File: src/gfs_pkg.sv
// Shared types and constants for the grayscale frame serializer.
package gfs_pkg;

   // Command codes carried on req_cmd.
   localparam logic CMD_SET  = 1'b0;
   localparam logic CMD_TICK = 1'b1;

   // Blank-low length after reset, in ticks.
   localparam logic [15:0] BLANK_RESET = 16'd4096;

   typedef enum logic [2:0] {
      PH_START      = 3'd0,
      PH_SHIFT_LO   = 3'd1,
      PH_SHIFT_HI   = 3'd2,
      PH_LATCH      = 3'd3,
      PH_BLANK_LOW  = 3'd4,
      PH_BLANK_HIGH = 3'd5
   } phase_type;

   // Pin step decided for one tick, before the serial bit is known.
   typedef struct packed {
      logic shift;
      logic hit;
      logic sclk;
      logic latch;
      logic blank;
      logic fend;
   } step_type;

endpackage

File: src/gfs_ram.sv
// Generic simple dual-port RAM with a registered read port.
module gfs_ram #(
   parameter int WIDTH = 12,
   parameter int DEPTH = 32
) (
   input  logic                     clock,
   input  logic                     we,
   input  logic [$clog2(DEPTH)-1:0] waddr,
   input  logic [WIDTH-1:0]         wdata,
   input  logic                     re,
   input  logic [$clog2(DEPTH)-1:0] raddr,
   output logic [WIDTH-1:0]         rdata
);

   logic [WIDTH-1:0] mem_ff [DEPTH];
   logic [WIDTH-1:0] rdata_ff;

   always_ff @(posedge clock) begin
      if (we) begin
         mem_ff[waddr] <= wdata;
      end
      if (re) begin
         rdata_ff <= mem_ff[raddr];
      end
   end

   assign rdata = rdata_ff;

endmodule

File: src/gfs_sequencer.sv
// Frame loop sequencer: phase, bit counters, level banks and RAM access.
module gfs_sequencer #(
   parameter int CHANNELS   = 16,
   parameter int LEVEL_BITS = 12
) (
   input  logic                               clock,
   input  logic                               reset,
   input  logic                               tick_go,
   input  logic                               set_go,
   input  logic [3:0]                         req_channel,
   input  logic [LEVEL_BITS-1:0]              req_level,
   input  logic [15:0]                        blank_low_ticks,
   output logic                               ram_we,
   output logic [$clog2(CHANNELS):0]          ram_waddr,
   output logic [LEVEL_BITS-1:0]              ram_wdata,
   output logic                               ram_re,
   output logic [$clog2(CHANNELS):0]          ram_raddr,
   output gfs_pkg::step_type                  step,
   output logic [$clog2(LEVEL_BITS)-1:0]      step_pos
);
   import gfs_pkg::*;

   localparam int CH_W  = $clog2(CHANNELS);
   localparam int SLOTS = 1 << CH_W;
   localparam int AW    = CH_W + 1;
   localparam int PW    = $clog2(LEVEL_BITS);
   localparam logic [PW-1:0]   LAST_POS = PW'(LEVEL_BITS - 1);
   localparam logic [CH_W-1:0] LAST_CH  = CH_W'(CHANNELS - 1);

   // Each channel has two RAM slots. The captured image lives in the slot
   // named by snap, new levels go to the other one, so a set never touches
   // what is being shifted out.
   phase_type          phase_ff, phase_in;
   logic               changed_ff, changed_in;
   logic [CH_W-1:0]    ch_ff, ch_in;
   logic [PW-1:0]      pos_ff, pos_in;
   logic [15:0]        cnt_ff, cnt_in;
   logic [SLOTS-1:0]   snap_ff, snap_in;
   logic [SLOTS-1:0]   latest_ff, latest_in;
   logic [2*SLOTS-1:0] valid_ff, valid_in;

   phase_type          eff_phase;
   logic               capture;
   logic [CH_W-1:0]    eff_ch;
   logic [PW-1:0]      eff_pos;
   logic [15:0]        eff_cnt;
   logic [15:0]        cnt_inc;
   logic [CH_W+3:0]    set_ch_ext;
   logic               set_ok;
   logic [CH_W-1:0]    set_ch;
   logic [AW-1:0]      waddr;
   logic [AW-1:0]      raddr;
   step_type           step_c;

   always_ff @(posedge clock) begin
      if (reset) begin
         phase_ff   <= PH_START;
         changed_ff <= 1'b0;
         ch_ff      <= '0;
         pos_ff     <= '0;
         cnt_ff     <= '0;
         snap_ff    <= '0;
         latest_ff  <= '0;
         valid_ff   <= '0;
      end else begin
         phase_ff   <= phase_in;
         changed_ff <= changed_in;
         ch_ff      <= ch_in;
         pos_ff     <= pos_in;
         cnt_ff     <= cnt_in;
         snap_ff    <= snap_in;
         latest_ff  <= latest_in;
         valid_ff   <= valid_in;
      end
   end

   always_comb begin
      eff_phase = phase_ff;
      capture   = 1'b0;
      eff_ch    = ch_ff;
      eff_pos   = pos_ff;
      eff_cnt   = cnt_ff;
      case (phase_ff)
         PH_SHIFT_LO, PH_SHIFT_HI, PH_LATCH, PH_BLANK_LOW, PH_BLANK_HIGH: begin
            eff_phase = phase_ff;
         end
         default: begin
            if (changed_ff) begin
               capture   = 1'b1;
               eff_phase = PH_SHIFT_LO;
               eff_ch    = '0;
               eff_pos   = LAST_POS;
            end else begin
               eff_phase = PH_BLANK_LOW;
               eff_cnt   = '0;
            end
         end
      endcase

      raddr = {(capture ? latest_ff[0] : snap_ff[ch_ff]), eff_ch};

      step_c.shift = 1'b0;
      step_c.hit   = valid_ff[raddr];
      step_c.sclk  = 1'b0;
      step_c.latch = 1'b0;
      step_c.blank = 1'b1;
      step_c.fend  = 1'b0;
      cnt_inc      = eff_cnt + 16'd1;

      phase_in   = phase_ff;
      changed_in = changed_ff;
      ch_in      = ch_ff;
      pos_in     = pos_ff;
      cnt_in     = cnt_ff;
      snap_in    = snap_ff;
      latest_in  = latest_ff;
      valid_in   = valid_ff;

      case (eff_phase)
         PH_SHIFT_LO: begin
            step_c.shift = 1'b1;
            phase_in     = PH_SHIFT_HI;
            ch_in        = eff_ch;
            pos_in       = eff_pos;
         end
         PH_SHIFT_HI: begin
            step_c.shift = 1'b1;
            step_c.sclk  = 1'b1;
            if (eff_pos != '0) begin
               pos_in   = eff_pos - PW'(1);
               phase_in = PH_SHIFT_LO;
            end else if (eff_ch != LAST_CH) begin
               ch_in    = eff_ch + CH_W'(1);
               pos_in   = LAST_POS;
               phase_in = PH_SHIFT_LO;
            end else begin
               ch_in    = '0;
               pos_in   = '0;
               phase_in = PH_LATCH;
            end
         end
         PH_LATCH: begin
            step_c.latch = 1'b1;
            cnt_in       = '0;
            phase_in     = PH_BLANK_LOW;
         end
         PH_BLANK_LOW: begin
            step_c.blank = 1'b0;
            if (cnt_inc >= blank_low_ticks) begin
               cnt_in   = '0;
               phase_in = PH_BLANK_HIGH;
            end else begin
               cnt_in   = cnt_inc;
               phase_in = PH_BLANK_LOW;
            end
         end
         default: begin
            step_c.fend = 1'b1;
            phase_in    = PH_START;
         end
      endcase

      if (capture) begin
         changed_in = 1'b0;
         snap_in    = latest_ff;
      end

      // Ticks and sets never arrive in the same cycle.
      if (!tick_go) begin
         phase_in   = phase_ff;
         changed_in = changed_ff;
         ch_in      = ch_ff;
         pos_in     = pos_ff;
         cnt_in     = cnt_ff;
         snap_in    = snap_ff;
      end

      set_ch_ext = (CH_W + 4)'(req_channel);
      set_ok     = set_go && (set_ch_ext < (CH_W + 4)'(CHANNELS));
      set_ch     = set_ch_ext[CH_W-1:0];
      waddr      = {~snap_ff[set_ch], set_ch};
      if (set_ok) begin
         changed_in        = 1'b1;
         latest_in[set_ch] = ~snap_ff[set_ch];
         valid_in[waddr]   = 1'b1;
      end
   end

   assign ram_we    = set_ok;
   assign ram_waddr = waddr;
   assign ram_wdata = req_level;
   assign ram_re    = tick_go && step_c.shift;
   assign ram_raddr = raddr;
   assign step      = step_c;
   assign step_pos  = eff_pos;

endmodule

File: src/gfs_out_stage.sv
// Read-data stage and result register with the result channel handshake.
module gfs_out_stage #(
   parameter int LEVEL_BITS = 12
) (
   input  logic                          clock,
   input  logic                          reset,
   input  logic                          step_go,
   input  gfs_pkg::step_type             step,
   input  logic [$clog2(LEVEL_BITS)-1:0] step_pos,
   input  logic [LEVEL_BITS-1:0]         rd_data,
   input  logic                          rsp_stall,
   output logic                          s1_free,
   output logic                          rsp_valid,
   output logic                          rsp_serial_data,
   output logic                          rsp_serial_clock,
   output logic                          rsp_latch_pulse,
   output logic                          rsp_blank_out,
   output logic                          rsp_frame_end
);
   import gfs_pkg::*;

   localparam int PW = $clog2(LEVEL_BITS);

   logic          s1_valid_ff, s1_valid_in;
   step_type      s1_step_ff;
   logic [PW-1:0] s1_pos_ff;
   logic          out_valid_ff, out_valid_in;
   logic          sdata_ff, sclk_ff, latch_ff, blank_ff, fend_ff;
   logic          out_free;
   logic          s1_move;
   logic          s1_bit;

   assign out_free = !out_valid_ff || !rsp_stall;
   assign s1_move  = s1_valid_ff && out_free;
   assign s1_free  = !s1_valid_ff || out_free;

   // The RAM read data belongs to the item in the first stage; a slot
   // that was never written reads as zero.
   assign s1_bit = s1_step_ff.shift && s1_step_ff.hit && rd_data[s1_pos_ff];

   always_comb begin
      s1_valid_in  = s1_valid_ff;
      out_valid_in = out_valid_ff;
      if (out_free) begin
         out_valid_in = s1_valid_ff;
      end
      if (s1_free) begin
         s1_valid_in = step_go;
      end
   end

   always_ff @(posedge clock) begin
      if (reset) begin
         s1_valid_ff  <= 1'b0;
         out_valid_ff <= 1'b0;
      end else begin
         s1_valid_ff  <= s1_valid_in;
         out_valid_ff <= out_valid_in;
      end
   end

   always_ff @(posedge clock) begin
      if (step_go) begin
         s1_step_ff <= step;
         s1_pos_ff  <= step_pos;
      end
      if (s1_move) begin
         sdata_ff <= s1_bit;
         sclk_ff  <= s1_step_ff.sclk;
         latch_ff <= s1_step_ff.latch;
         blank_ff <= s1_step_ff.blank;
         fend_ff  <= s1_step_ff.fend;
      end
   end

   assign rsp_valid        = out_valid_ff;
   assign rsp_serial_data  = sdata_ff;
   assign rsp_serial_clock = sclk_ff;
   assign rsp_latch_pulse  = latch_ff;
   assign rsp_blank_out    = blank_ff;
   assign rsp_frame_end    = fend_ff;

endmodule

File: src/grayscale_frame_serializer.sv
// Top level of the grayscale frame serializer.
//
//   channel | direction | handshake              | beat carries
//   req_    | in        | req_valid / req_stall  | cmd, channel, level
//   rsp_    | out       | rsp_valid / rsp_stall  | serial_data, serial_clock, latch_pulse,
//           |           |                        | blank_out, frame_end
//   csr_    | in        | csr_valid / csr_ready  | blank_low_ticks
//
// One beat is accepted per cycle while req_stall is low; a tick's result passes through the
// first stage (sequencer and RAM read) and then the result register.
// Levels sit in one RAM of 2 << $clog2(CHANNELS) slots with one write and one read port.
// Reset is synchronous; per-slot valid bits make unwritten slots read as zero,
// so no clearing pass is needed.
// req_stall rises only while both internal stages are full and rsp_stall is high.
module grayscale_frame_serializer #(
   parameter int CHANNELS   = 16,
   parameter int LEVEL_BITS = 12
) (
   input  logic                  clock,
   input  logic                  reset,
   input  logic                  req_valid,
   output logic                  req_stall,
   input  logic                  req_cmd,
   input  logic [3:0]            req_channel,
   input  logic [LEVEL_BITS-1:0] req_level,
   output logic                  rsp_valid,
   input  logic                  rsp_stall,
   output logic                  rsp_serial_data,
   output logic                  rsp_serial_clock,
   output logic                  rsp_latch_pulse,
   output logic                  rsp_blank_out,
   output logic                  rsp_frame_end,
   input  logic                  csr_valid,
   output logic                  csr_ready,
   input  logic [15:0]           csr_blank_low_ticks
);
   import gfs_pkg::*;

   localparam int AW = $clog2(CHANNELS) + 1;
   localparam int PW = $clog2(LEVEL_BITS);

   logic [15:0]           blank_ticks_ff, blank_ticks_in;
   logic                  s1_free;
   logic                  accept;
   logic                  tick_go;
   logic                  set_go;
   logic                  ram_we;
   logic [AW-1:0]         ram_waddr;
   logic [LEVEL_BITS-1:0] ram_wdata;
   logic                  ram_re;
   logic [AW-1:0]         ram_raddr;
   logic [LEVEL_BITS-1:0] ram_rdata;
   step_type              step;
   logic [PW-1:0]         step_pos;

   assign csr_ready = 1'b1;
   assign blank_ticks_in = (csr_valid && csr_ready) ? csr_blank_low_ticks : blank_ticks_ff;

   always_ff @(posedge clock) begin
      if (reset) begin
         blank_ticks_ff <= BLANK_RESET;
      end else begin
         blank_ticks_ff <= blank_ticks_in;
      end
   end

   assign req_stall = !s1_free;
   assign accept    = req_valid && s1_free;
   assign tick_go   = accept && (req_cmd == CMD_TICK);
   assign set_go    = accept && (req_cmd == CMD_SET);

   gfs_sequencer #(
      .CHANNELS   (CHANNELS),
      .LEVEL_BITS (LEVEL_BITS)
   ) u_seq (
      .clock           (clock),
      .reset           (reset),
      .tick_go         (tick_go),
      .set_go          (set_go),
      .req_channel     (req_channel),
      .req_level       (req_level),
      .blank_low_ticks (blank_ticks_ff),
      .ram_we          (ram_we),
      .ram_waddr       (ram_waddr),
      .ram_wdata       (ram_wdata),
      .ram_re          (ram_re),
      .ram_raddr       (ram_raddr),
      .step            (step),
      .step_pos        (step_pos)
   );

   gfs_ram #(
      .WIDTH (LEVEL_BITS),
      .DEPTH (1 << AW)
   ) u_level_ram (
      .clock (clock),
      .we    (ram_we),
      .waddr (ram_waddr),
      .wdata (ram_wdata),
      .re    (ram_re),
      .raddr (ram_raddr),
      .rdata (ram_rdata)
   );

   gfs_out_stage #(
      .LEVEL_BITS (LEVEL_BITS)
   ) u_out (
      .clock            (clock),
      .reset            (reset),
      .step_go          (tick_go),
      .step             (step),
      .step_pos         (step_pos),
      .rd_data          (ram_rdata),
      .rsp_stall        (rsp_stall),
      .s1_free          (s1_free),
      .rsp_valid        (rsp_valid),
      .rsp_serial_data  (rsp_serial_data),
      .rsp_serial_clock (rsp_serial_clock),
      .rsp_latch_pulse  (rsp_latch_pulse),
      .rsp_blank_out    (rsp_blank_out),
      .rsp_frame_end    (rsp_frame_end)
   );

`ifndef SYNTHESIS
   // The captured slot and the slot being written are always different.
   a_no_rw_clash: assert property (@(posedge clock) disable iff (reset)
      (ram_we && ram_re) |-> (ram_waddr != ram_raddr))
      else $error("level RAM read and write hit the same slot");

   // A serial clock high beat never coincides with blanking released or a latch.
   a_sclk_phase: assert property (@(posedge clock) disable iff (reset)
      (rsp_valid && rsp_serial_clock) |-> (rsp_blank_out && !rsp_latch_pulse))
      else $error("serial clock outside the shift phase");

   // Latch and end of pass are distinct ticks.
   a_latch_fend: assert property (@(posedge clock) disable iff (reset)
      rsp_valid |-> !(rsp_latch_pulse && rsp_frame_end))
      else $error("latch pulse on the frame end tick");

   // A RAM read is only issued for a tick that enters the first stage.
   a_read_tick: assert property (@(posedge clock) disable iff (reset)
      ram_re |-> (tick_go && step.shift))
      else $error("RAM read without a shift tick");
`endif

endmodule
File: config.mk
export PLATFORM = sky130hd
export DESIGN_NAME = grayscale_frame_serializer
export DESIGN_NICKNAME = d
export VERILOG_FILES = /design/src/gfs_pkg.sv /design/src/gfs_ram.sv /design/src/gfs_sequencer.sv /design/src/gfs_out_stage.sv /design/src/grayscale_frame_serializer.sv
export SDC_FILE = /design/constraint.sdc
export NUM_CORES = 1
export LEC_CHECK = 0
export ABC_AREA = 1
export ABC_CLOCK_PERIOD_IN_PS = 4100
export BUFFER_PORTS_ARGS = -buffer_cell sky130_fd_sc_hd__buf_2
export CELL_PAD_IN_SITES_DETAIL_PLACEMENT = 0
export CELL_PAD_IN_SITES_GLOBAL_PLACEMENT = 1
export CORE_UTILIZATION = 50
export CTS_CLUSTER_SIZE = 12
export DETAILED_ROUTE_END_ITERATION = 8
export PLACE_DENSITY = 0.81
export SYNTH_ARGS = -nofsm -noshare
export SYNTH_HDL_FRONTEND = slang
export SYNTH_SLANG_ARGS = --single-unit
File: constraint.sdc
create_clock -name clock -period 4.1 [get_ports clock]
set_clock_uncertainty 0.15 [all_clocks]
set_input_delay 0.82 -clock clock [delete_from_list [all_inputs] [get_ports clock]]
set_output_delay 0.82 -clock clock [all_outputs]
set_load 0.01 [all_outputs]
==> results.json <==
{
  "status": "completed",
  "setup-violations-final": 0,
  "reg2reg_slack_ps": 550,
  "viasPerCell": 5.58,
  "syn_avg_cell_area_sq_um": 10.2,
  "io_pins": 46,
  "grt_max_degree": 111,
  "min_from": "u_out.s1_step_ff[1]$_DFFE_PP_",
  "holdPathStages": 0,
  "cts_resized": 0,
  "clk_latency_ps": 600,
  "overflow": 0,
  "crit_fanout": 26,
  "std_cell_rows": 78,
  "rsz0062_at_grt": "no",
  "wl_met3_um": 3590,
  "synthAdderAreaFrac_pct": 1.04,
  "syn_to_final_growth_pct": 10.6,
  "io_buffers": 44,
  "maxCapViolations": 0,
  "min_to": "u_out.rsp_blank_out$_DFFE_PP_",
  "cpPeakStageDelay_ps": 380,
  "core_area_sq_um": 45300,
  "grt_pass1_wl_um": 91100,
  "grt_pass1_vias": 15708,
  "ys_seq_elements": 521,
  "cp_common_cell": "nand3_1",
  "drt-total-wl_um": 58400,
  "power_density_nw_per_um2": 440,
  "hold_buffers": 0,
  "r2r-start": "u_seq.phase_ff[2]$_SDFFE_PP0P_",
  "layout-drive-gt1-share_pct": 9.71,
  "tightest_slew_ps": 1100,
  "synth-xor-area-share_pct": 0.229,
  "grt_use_total_pct": 25.3,
  "peakVddDrop_mv": 0.356,
  "synth.area.mux_share_pct": 0.0436,
  "fin_nets": 2331,
  "yosysWarnings": 0,
  "hold_viol_final": 0,
  "htree_levels": 2,
  "cp_slowest_cell": "nor2_4",
  "slew_violations": 0,
  "wire_per_inst_um": 20.0,
  "maxSlewHeadroom_pct": 26.4,
  "die_h_um": 216,
  "cp.required_ps": 4480,
  "syn-cell-area_sq_um": 22900,
  "most-common-layout-cells": "411 x edfxtp_1, 333 x nand2_1, 309 x nand3_1",
  "route.met2.wl_um": 27900,
  "drc": 0,
  "syn_inst": 2260,
  "path_class": "reg2reg",
  "arrival_ps": 3920,
  "worstHoldPathType": "reg2reg",
  "routabilityCongestion": 0.843,
  "clock_path_buffers": 3,
  "path_buf_inv": 2,
  "path_clk_slew_ps": 60,
  "power_uw": 11200,
  "die-area_sq_um": 46700,
  "drtPass1Iterations": 6,
  "startpoint_type": "flip-flop",
  "ys_types": 38,
  "critPathTopFamily": "simple AND/OR/NAND/NOR gates",
  "endpoint_kind": "flip-flop",
  "p_leak_uw": 0.00988,
  "seq_area_frac_synth_pct": 63.4,
  "cts_made_buffers": 53,
  "final_common_cell": "edfxtp_1",
  "cts_root_buf": "clkbuf_16",
  "n_antenna_cell": 0,
  "cts_tree": "yes",
  "hpwl_um": 34900,
  "synthesis.nets": 2317,
  "r2r-end": "u_seq.cnt_ff[12]$_SDFFE_PP0P_",
  "drt-initial-drc-count": 1538,
  "cts_sinks": 521,
  "antenna_found_initial": 2,
  "synth_top_family_by_area": "simple AND/OR/NAND/NOR gates",
  "max_freq_mhz": 282,
  "tns_ps": 0,
  "ant_nets": 0,
  "cts_setup_buffers": 0,
  "synthSimpleGateAreaFrac_pct": 21.3,
  "r2r_cells": 17,
  "m1WireLength_um": 25100,
  "fp.dieW_um": 216,
  "path_cells": "inv_2, nand2_2, nand3_1, buf_4, nand3_1, nor2_1, nand2_1, o21ai_0, and2_1, ha_1, a21oi_1, o21ai_0, a21oi_1, nand3_1, nor2_4, nand3_1, a21oi_1",
  "period_needed_ps": 3550,
  "dr.max_layer_used": "met5",
  "via_count": 16271,
  "fin_crit_sh_pct": 86.5,
  "synth_compound_area_share_pct": 7.38,
  "initial_core_util_pct": 50.7
}
## where the power goes
part | internal [uW] | leakage [uW] | total, uW | switching [uW]
Combinational | 204 | 0.00449 | 793 | 589
Clock | 2630 | 0.000786 | 4590 | 1960
Sequential | 5760 | 0.00460 | 5780 | 25.3
## synthesized netlist by cell type
cell type	number	area, sq um
o21ai_0	77	385
nor2_1	223	837
nand2_2	3	18.8
edfxtp_1	411	12300
o2111ai_1	50	438
nand3_1	309	1550
a211oi_1	9	67.6
xnor2_1	4	35.0
inv_2	7	26.3
nand3b_1	99	743
o211ai_1	4	30.0
buf_1	16	60.1
o221ai_1	1	8.76
dfxtp_1	110	2200
nand3_2	1	10.0
conb_1	1	3.75
nand4_1	10	62.6
nand2_1	335	1260
or2_2	49	307
nand3_4	1	17.5
nor3_1	6	30.0
inv_1	244	916
clkinv_1	1	3.75
clkbuf_1	62	233
and2_1	4	25.0
buf_2	44	220
ha_1	19	238
mux2i_1	1	10.0
a21oi_1	94	470
xor2_1	2	17.5
o21ai_2	2	17.5
buf_4	6	45.0
o21bai_1	2	15.0
nor2_4	2	22.5
o32ai_1	2	17.5
o21a_1	5	37.5
o21ai_1	41	205
nor2_2	3	18.8
## logic make-up after synthesis
kind of cell / Yosys count
AND/OR/NAND/NOR: 1045
AO/OA/AOI/OAI: 287
adder cells (fa/ha/maj): 19
buffers and inverters: 380
other: 1
XOR/XNOR: 6
multiplexers: 1
flip-flops: 521
## state kept, by name, summed over array words and instances (netlist names), 3 cells and up
| name | flops |
|---|---|
| u_out.s1_step_ff | 6 |
| u_seq.valid_ff | 32 |
| u_level_ram.mem_ff | 384 |
| u_seq.pos_ff | 4 |
| u_seq.cnt_ff | 16 |
| u_out.s1_pos_ff | 4 |
| u_seq.phase_ff | 3 |
| u_seq.ch_ff | 4 |
| blank_ticks_ff | 16 |
| u_level_ram.rdata | 12 |
| u_seq.latest_ff | 16 |
| u_seq.snap_ff | 16 |
## metal layers
metal  vias to the layer above  track usage, %
met5                         -               0
met4                         4            8.87
met3                       107            3.28
met2                       503            41.6
met1                      7873            34.7
li1                       7784               -
## area by class of cell
type | instances | area [sq um]
fill | 3977 | 19900
sequential | 521 | 14500
multi-input combinational | 1359 | 6910
clock buffer | 85 | 1510
inverter | 252 | 946
tap | 600 | 751
timing repair buffer | 87 | 581
clock inverter | 13 | 119
## per-stage QoR
stage	area (sq um)	setup slack [ps]	instances	utilization [%]	hold WS (ps)
6_report	25400	552	2917	56.0	269
5_1_grt	25400	65.6	2917	56.0	273
4_1_cts	25400	322	2917	56.0	267
3_5_place_dp	23700	326	2819	52.4	256
3_3_place_gp	23700	445	2819	52.4	267
2_1_floorplan	22900	826	2260	-	250
## worst reg2reg max path: cells and delay by family, from the launching register on
family / cells / cell delay (ps)
buffers and inverters: 2 / 390
AND/OR/NAND/NOR: 9 / 1570
adder cells (fa/ha/maj): 1 / 260
flip-flops: 1 / 340
AO/OA/AOI/OAI: 5 / 760
## worst max-delay path by stage
stage / start / to / slack [ps] / depth (start not counted)
detailed placement: u_seq.phase_ff[2]$_SDFFE_PP0P_ / u_seq.cnt_ff[0]$_SDFFE_PP0P_ / 330 / 17
CTS: u_seq.phase_ff[1]$_SDFFE_PP0P_ / u_seq.cnt_ff[12]$_SDFFE_PP0P_ / 320 / 16
global route: u_seq.phase_ff[2]$_SDFFE_PP0P_ / u_seq.cnt_ff[15]$_SDFFE_PP0P_ / 70 / 17
finish: u_seq.phase_ff[2]$_SDFFE_PP0P_ / u_seq.cnt_ff[12]$_SDFFE_PP0P_ / 550 / 17
floorplan: u_seq.phase_ff[2]$_SDFFE_PP0P_ / u_seq.cnt_ff[5]$_SDFFE_PP0P_ / 830 / 21
global placement: u_seq.phase_ff[2]$_SDFFE_PP0P_ / u_seq.cnt_ff[13]$_SDFFE_PP0P_ / 440 / 18
(Power assumes the default switching activity.)
